**config.mk**
```make
export PLATFORM = sky130hd
export DESIGN_NAME = crcfc_byte_fold
export DESIGN_NICKNAME = d
export VERILOG_FILES = /design/src/rtl/core/crcfc_pkg.sv /design/src/rtl/core/crcfc_byte_fold.sv
export SDC_FILE = /design/constraint.sdc
export NUM_CORES = 1
export LEC_CHECK = 0
export ABC_AREA = 1
export BUFFER_PORTS_ARGS = -buffer_cell sky130_fd_sc_hd__buf_2
export CAP_MARGIN = 10
export CORE_MARGIN = 4
export CORE_UTILIZATION = 45
export DETAILED_ROUTE_END_ITERATION = 6
export PLACE_DENSITY = 0.79
export SLEW_MARGIN = 20
export SYNTH_ARGS = -nofsm -noshare
export SYNTH_HDL_FRONTEND = slang
export SYNTH_SLANG_ARGS = --single-unit
```
**constraint.sdc**
```tcl
create_clock -name vclk -period 8.5
set_input_delay 1.275 -clock vclk [all_inputs]
set_output_delay 1.275 -clock vclk [all_outputs]
set_load 0.01 [all_outputs]
```
**src/rtl/core/crcfc_pkg.sv**
```systemverilog
// Package: widths, configuration reset values and register index codes of the CRC-16 frame checker.
`default_nettype none

package crcfc_pkg;

   localparam int BYTE_W  = 8;
   localparam int CRC_W   = 16;
   localparam int CSR_IDX_W = 2;
   localparam int HELD_CNT_W = 2;

   localparam logic [CRC_W-1:0] POLY_RESET  = 16'hA001;
   localparam logic [CRC_W-1:0] START_RESET = 16'hFFFF;
   localparam logic             HBF_RESET   = 1'b0;
   localparam logic             CHECK_RESET = 1'b1;

   // number of trailing bytes held back as the received CRC
   localparam logic [HELD_CNT_W-1:0] HELD_FULL = 2'd2;

   typedef enum logic [CSR_IDX_W-1:0] {
      CSR_POLYNOMIAL      = 2'd0,
      CSR_START_VALUE     = 2'd1,
      CSR_HIGH_BYTE_FIRST = 2'd2,
      CSR_CHECK_MODE      = 2'd3
   } csr_index_type;

   typedef logic [BYTE_W-1:0] byte_type;
   typedef logic [CRC_W-1:0]  crc_type;

endpackage

`default_nettype wire

```
**src/rtl/core/crcfc_byte_fold.sv**
```systemverilog
// Byte fold: one reflected, LSB-first CRC-16 update over eight bits.
`default_nettype none

module crcfc_byte_fold (
   input  wire crcfc_pkg::crc_type  crc_cur,
   input  wire crcfc_pkg::byte_type data,
   input  wire crcfc_pkg::crc_type  poly,
   output crcfc_pkg::crc_type       crc_next
);
   import crcfc_pkg::*;

   crc_type acc;

   always_comb begin
      acc = crc_cur ^ {{(CRC_W-BYTE_W){1'b0}}, data};
      for (int k = 0; k < BYTE_W; k++) begin
         if (acc[0]) begin
            acc = (acc >> 1) ^ poly;
         end else begin
            acc = acc >> 1;
         end
      end
      crc_next = acc;
   end

endmodule

`default_nettype wire

```
==> results of run 1 <==
-- report_power, final --
group | switching (mW) | internal [mW]
combinational | 0.423 | 0.242
sequential | 0 | 0
clock | 0 | 0
total | 0.423 | 0.242
-- final timing paths --
kind  startpoint          end  slack, ps  cells after the start
max      data[0]  crc_next[4]       1870                     27
min      poly[6]  crc_next[6]       3020                      4
-- metrics by stage --
stage                     power, mW  util [%]  std cells  cell area, sq um  hold slack [ps]
final                         0.664      49.2        664              2900             3020
after global routing          0.768      49.2        664              2900             3050
after CTS                     0.663      49.2        664              2900             3020
after detailed placement      0.661      49.2        664              2900             3020
after global placement        0.649      49.2        664              2900             3010
after floorplan               0.550         -        565              2710             2850
-- tightest hold or removal path, cell delays in order --
cell and delay [ps]:
buf_2 180, nand4_1 120, nand2_1 50, buf_2 130
-- layer usage --
metal | track usage (%) | up-vias | routed length, microns | share of wire, %
met5 | 0 | - | 0 | 0
met4 | 2.45 | 0 | 58 | 0.82
met1 | 26.8 | 1431 | 3250 | 46
li1 | - | 1750 | - | -
met2 | 32.8 | 117 | 3170 | 45
met3 | 1.34 | 7 | 559 | 7.9
-- cells by family after synthesis --
family	Yosys count	synth area share [%]
and+or+nand+nor	385	60.5
xor gates and xnor gates	60	19.6
AOI/OAI and AO/OA	10	2.03
buffers and inverters	110	17.8
-- synthesized netlist by cell type --
library cell and number:
buf_1 1, buf_2 11, buf_4 5, buf_6 5
clkbuf_1 10, inv_1 75, inv_2 3, nand2_1 252
nand2_2 10, nand2_4 3, nand3_1 88, nand3_2 2
nand4_1 5, nor2_1 23, nor2_4 2, o21ai_0 7
o21ai_1 1, o21bai_1 2, xnor2_1 33, xor2_1 26
xor2_2 1
-- final cells by class --
type	count	area [sq um]	share of cell area [%]
Multi-Input combinational cell	455	2230	77.0
Inverter	78	293	10.1
Timing Repair Buffer	56	280	9.67
Tap cell	75	93.8	3.24
==> reports/results.txt, run 1 <==
share of cells above drive strength 1 = 13.1%
Slew @ Worst Pin = 505 ps
routed len/inst = 10.6 microns
Tot GR Track Use = 19.1%
Most common cell on crit path = nand2_2
Worst slew margin = 66.2%
CP max stage delay = 410 ps
VDD IR-drop max = 111 uV
most frequent cells in the layout = nand2_1 (252), nand3_1 (88), inv_1 (75)
Crit Path Max Fanout = 31
CORE AREA = 5890 sq um
fmax = 151 MHz
slowest CP cell = nand2_2
RSZ-0062 raised after global routing = false
cell area after synthesis = 2710 sq um
fin crit period = 6630 ps
Initial Util = 46.1%
Ports = 56
P per Cell Area = 229 nW/um^2
global route overflow = 0
top post-synthesis cells by area = nand2_1 (35%), nand3_1 (16%), xnor2_1 (11%)
post-route ant nets = 0
full die area = 7340 sq um
WP data required = 7220 ps
register area = 0 sq um
largest area contributor in the netlist = nand2_1
Ant. Diodes = 0
CTS-repair resized insts = 0
post-synthesis cell count = 565
Hold Buf Count CTS = 0
# setup viols final = 0
crit path DAT = 5350 ps
Distinct cells, synth = 21
largest net degree at the start of global routing = 32
Die X-Extent = 85.7 microns
DPL Wire Length = 5650 microns
critical path launch point type = input pin
worst hold path type = in2out
Pleak = 1.80 nW
die height = 85.7 microns
Yosys top cell area share = 34.9%
Max Cap Violations = 0
final wirelength = 7030 microns
Rows = 28
Syn. warnings = 0
Fill cells = 666
syn avg cell area = 4.80 sq um
CP endpoint kind = output port
crit-path leading delay family = simple AND/OR/NAND/NOR gates
clock buffer count = 0
via count = 3305
GP Congestion = 0.893
crit path kind = in2out
FF+latch count = 0
final worst path period share = 77.9%
Fin Setup TNS = 0 ps
status = completed
Via density = 4.98
Buf+Inv Stages, Crit Path = 5
first-pass GRT wire length = 12200 microns
DR DRC count = 0
Synth-to-Final Area Change = 6.78%
final worst slack = 1870 ps
IO Port Bufs = 56
Final Hold Viols = 0
Nets = 631
post-synthesis sequential area ratio = 0%
antenna violations before repair = 0
vias in the first global route = 2861
pre-CTS WS = 1920 ps
Post-CTS Setup Inserts = 0
DRT Pass-1 Iters = 7
pins over their slew limit = 0
most common cell after layout, fill and taps aside = nand2_1
DR iter-0 viols = 280
syn nets = 605
No activity file was read; power rests on OpenSTA's default activity.
==> run 2, diff against run 1 <==
==> constraint.sdc (replaced) <==
create_clock -name vclk -period 6.4
set_input_delay 0.96 -clock vclk [all_inputs]
set_output_delay 0.96 -clock vclk [all_outputs]
set_load 0.01 [all_outputs]
==> run 2 against run 1 <==
  * Combinational power up 34%
  * Hold slack worse by 640 ps
  * Die area is the same
  * Flip-flop and latch count unchanged
  * Final cell count up 0.15%
  * Via count shrank 0.18%
  * Final area rose by 0.26%
  * Wire length rose by 1.4%
  * Critical endpoint unchanged
  * Sequential share of layout area unchanged
  * Total power rose by 34%
  * Setup slack got worse by 1200 ps
==> reports/results.txt, run 2 (synthesis gave the netlist of run 1 again) <==
global route overflow = 0
post-route ant nets = 0
Initial Util = 46.1%
Post-CTS Setup Inserts = 0
critical path launch point type = input pin
final worst path period share = 88.7%
share of cells above drive strength 1 = 13.2%
fmax = 176 MHz
slowest CP cell = nand2_2
DR DRC count = 0
Hold Buf Count CTS = 0
first-pass GRT wire length = 12600 microns
Fill cells = 630
via count = 3299
VDD IR-drop max = 181 uV
full die area = 7340 sq um
P_sw = 0.567 mW
switching part of the total power = 63.5%
power share of the sequential group = 0%
Final Hold Viols = 0
CORE AREA = 5890 sq um
status = completed
DPL Wire Length = 5660 microns
GP Congestion = 0.901
DR iter-0 viols = 324
most common cell after layout, fill and taps aside = nand2_1
Fin Setup TNS = 0 ps
Crit Path Max Fanout = 30
Via density = 4.96
Die X-Extent = 85.7 microns
register area = 0 sq um
RSZ-0062 raised after global routing = false
Nets = 632
clock buffer count = 0
P per Cell Area = 307 nW/um^2
Tot GR Track Use = 19.8%
FF+latch count = 0
Hold Path Cell Cnt = 4
CP endpoint kind = output port
Synth-to-Final Area Change = 7.05%
crit path kind = in2out
Cell Chain, Critical Path = buf_2, inv_1, nand2_1, nand2_2, nand3_1, nand3_1, nand2_1, nand2_2, nand3_2, nand3_1, nand2_2, nand2_4, nand2_2, nand2_2, nand2_2, nor2_1, nand2_1, nand2_2, nand3_1, nand2_2, nand3_1, nand2_1, inv_1, buf_2
antenna violations before repair = 0
routed len/inst = 10.7 microns
# setup viols final = 0
most frequent cells in the layout = nand2_1 (252), nand3_1 (88), inv_1 (75)
Ports = 56
Rows = 28
WP data required = 5440 ps
vias in the first global route = 2906
DRT Pass-1 Iters = 5
Worst slew margin = 64.7%
fin crit period = 5680 ps
worst hold path type = in2out
CP max stage delay = 420 ps
Most common cell on crit path = nand2_2
Max Cap Violations = 0
pins over their slew limit = 0
Clk network pwr share = 0%
final wirelength = 7130 microns
CTS-repair resized insts = 0
IO Port Bufs = 56
Ant. Diodes = 0
Slew @ Worst Pin = 528 ps
internal cell power = 0.325 mW
largest net degree at the start of global routing = 31
Comb pwr share = 100.0%
Pwr Total = 0.892 mW
die height = 85.7 microns
crit path DAT = 4720 ps
Pleak = 1.81 nW
[run 2: per-layer routing]
metal	track usage [%]	vias to the layer above	wire (microns)
met5	0	-	0
met4	2.16	0	39
met3	1.06	6	604
met2	33.9	133	3190
met1	28.1	1413	3300
li1	-	1747	-
[run 2: final timing paths]
check / startpoint / to / slack [ps]
worst max-delay path: data[0] / crc_next[4] / 720
worst min-delay path: poly[15] / crc_next[14] / 2380
[run 2: power groups by stage]
stage	Clock (mW)	Combinational, mW	Sequential (mW)
2_1_floorplan	0	0.731	0
4_1_cts	0	0.889	0
3_3_place_gp	0	0.865	0
6_report	0	0.892	0
5_1_grt	0	1.03	0
3_5_place_dp	0	0.885	0
[run 2: critical path: cells and delay by family]
| kind | cells | cell delay, ps |
|---|---|---|
| buffers and inverters | 4 | 340 |
| AND/OR/NAND/NOR | 20 | 3400 |
[run 2: final cells by class]
type / instances / area (sq um) / area share (%)
inverter: 78 / 293 / 10.1
tap: 75 / 93.8 / 3.23
timing repair buffer: 57 / 288 / 9.91
multi-input combinational: 455 / 2230 / 76.8
[run 2: per-stage QoR]
| stage | cells | cell area (sq um) | hold WS (ps) | util, % | setup slack, ps |
|---|---|---|---|---|---|
| after global routing | 665 | 2910 | 2420 | 49.4 | 226 |
| after floorplan | 565 | 2710 | 2220 | - | 2380 |
| final | 665 | 2910 | 2380 | 49.4 | 723 |
| after detailed placement | 665 | 2910 | 2380 | 49.4 | 766 |
| after global placement | 665 | 2910 | 2380 | 49.4 | 970 |
| after CTS | 665 | 2910 | 2380 | 49.4 | 755 |
==> run 3, diff against run 2 <==
--- a/config.mk
+++ b/config.mk
@@ -8,10 +8,12 @@
 export ABC_AREA = 1
 export BUFFER_PORTS_ARGS = -buffer_cell sky130_fd_sc_hd__buf_2
 export CAP_MARGIN = 10
+export CELL_PAD_IN_SITES_DETAIL_PLACEMENT = 0
+export CELL_PAD_IN_SITES_GLOBAL_PLACEMENT = 1
 export CORE_MARGIN = 4
-export CORE_UTILIZATION = 45
+export CORE_UTILIZATION = 37
 export DETAILED_ROUTE_END_ITERATION = 6
-export PLACE_DENSITY = 0.79
+export PLACE_DENSITY_LB_ADDON = 0.2
 export SLEW_MARGIN = 20
 export SYNTH_ARGS = -nofsm -noshare
 export SYNTH_HDL_FRONTEND = slang
==> run 3 against run 2 <==
  * Flip-flop and latch count unchanged
  * Critical endpoint is now crc_next[13]
  * Highest routed layer unchanged
  * Fmax decreased by 1.2%
  * Setup slack got worse by 67 ps
  * Final cell count increased by 3.3%
  * Via count decreased by 2.8%
  * First-iteration DRC count decreased by 56%
  * Sequential share of layout area unchanged
  * Combinational power increased by 2%
  * Clock-buffer cell count unchanged
  * Core utilization decreased by 7.0 points
  * Die area increased by 20%
  * Critical path depth increased by 5
==> reports/results.txt, run 3 (synthesis gave the netlist of run 1 again) <==
status = completed
IO Port Bufs = 56
most common cell after layout, fill and taps aside = nand2_1
crit path DAT = 4780 ps
slowest CP cell = nand2_2
most frequent cells in the layout = nand2_1 (252), nand3_1 (88), inv_1 (75)
Die X-Extent = 93.6 microns
post-route ant nets = 0
# setup viols final = 0
pins over their slew limit = 0
Hold Buf Count CTS = 0
P per Cell Area = 310 nW/um^2
Clk network pwr share = 0%
Fill cells = 797
WP data required = 5440 ps
Max Cap Violations = 0
pre-CTS WS = 638 ps
clock buffer count = 0
RSZ-0062 raised after global routing = false
final worst slack = 656 ps
register area = 0 sq um
fmax = 174 MHz
Rows = 30
DRT Pass-1 Iters = 5
Final Hold Viols = 0
DPL Wire Length = 6040 microns
critical path launch point type = input pin
Ant. Diodes = 0
worst hold path type = in2out
share of cells above drive strength 1 = 13.4%
DR iter-0 viols = 142
vias in the first global route = 2852
CP endpoint kind = output port
fin crit period = 5740 ps
Tot GR Track Use = 18.1%
Multi-input gate area = 2230 sq um
die height = 93.6 microns
FF+latch count = 0
VDD IR-drop max = 135 uV
Via density = 4.67
routed len/inst = 11.3 microns
Post-CTS Setup Inserts = 0
Pwr Total = 0.910 mW
Ports = 56
largest net degree at the start of global routing = 31
Fin Setup TNS = 0 ps
first-pass GRT wire length = 13400 microns
Synth-to-Final Area Change = 8.30%
antenna violations before repair = 0
fin cells = 687
internal cell power = 0.326 mW
Buf+Inv Stages, Crit Path = 6
full die area = 8770 sq um
Most common cell on crit path = nand2_1
Comb pwr share = 100.0%
Nets = 633
dpl cells = 687
global route overflow = 0
DR DRC count = 0
CTS-repair resized insts = 0
Crit Path Max Fanout = 29
final wirelength = 7750 microns
power share of the sequential group = 0%
final worst path period share = 89.8%
CP max stage delay = 310 ps
CORE AREA = 6940 sq um
Worst slew margin = 62.0%
P_sw = 0.584 mW
via count = 3205
Initial Util = 39.1%
switching part of the total power = 64.1%
GP Congestion = 0.833
crit path kind = in2out
Pleak = 1.81 nW
crit-path leading delay family = simple AND/OR/NAND/NOR gates
Slew @ Worst Pin = 569 ps
run 3: cell count changes in the layout (fill, tap and decap cells not counted):
cell / previous run / this run
buf_4: 1 / 2
run 3: per-layer routing:
metal | up-vias | global-route usage (%) | routed length, microns | share of wire [%]
met5 | - | 0 | 0 | 0
met4 | 0 | 0.963 | 52 | 0.67
met3 | 4 | 0.402 | 252 | 3.3
met2 | 65 | 31.1 | 3600 | 46
met1 | 1380 | 26.4 | 3850 | 50
li1 | 1756 | - | - | -
run 3: final cells by class:
type	instances	area share [%]
multi-input cells	455	75.9
repair buffers	58	10.0
inverters	78	9.96
well taps	96	4.09
run 3: worst paths after layout:
path,to,startpoint,slack [ps],cells past startpoint
worst min-delay path,crc_next[14],poly[15],2390,4
worst max-delay path,crc_next[13],data[0],660,29
run 3: power by group through the flow:
| stage | Clock [mW] | Sequential [mW] | Combinational [mW] |
|---|---|---|---|
| after CTS | 0 | 0 | 0.918 |
| after global routing | 0 | 0 | 1.06 |
| after floorplan | 0 | 0 | 0.731 |
| final | 0 | 0 | 0.910 |
| after detailed placement | 0 | 0 | 0.914 |
| after global placement | 0 | 0 | 0.902 |
run 3: worst min-delay path: cells and delay by family:
family                 cells  cell delay [ps]
AND/OR/NAND/NOR            1              110
buffers and inverters      2              280
AO/OA/AOI/OAI              1               70
run 3: metrics by stage:
stage | hold slack [ps] | util (%) | cell area (sq um)
after floorplan | 2220 | - | 2710
after global placement | 2380 | 42.3 | 2940
after detailed placement | 2390 | 42.3 | 2940
after CTS | 2390 | 42.3 | 2940
after global routing | 2430 | 42.3 | 2940
final | 2390 | 42.3 | 2940
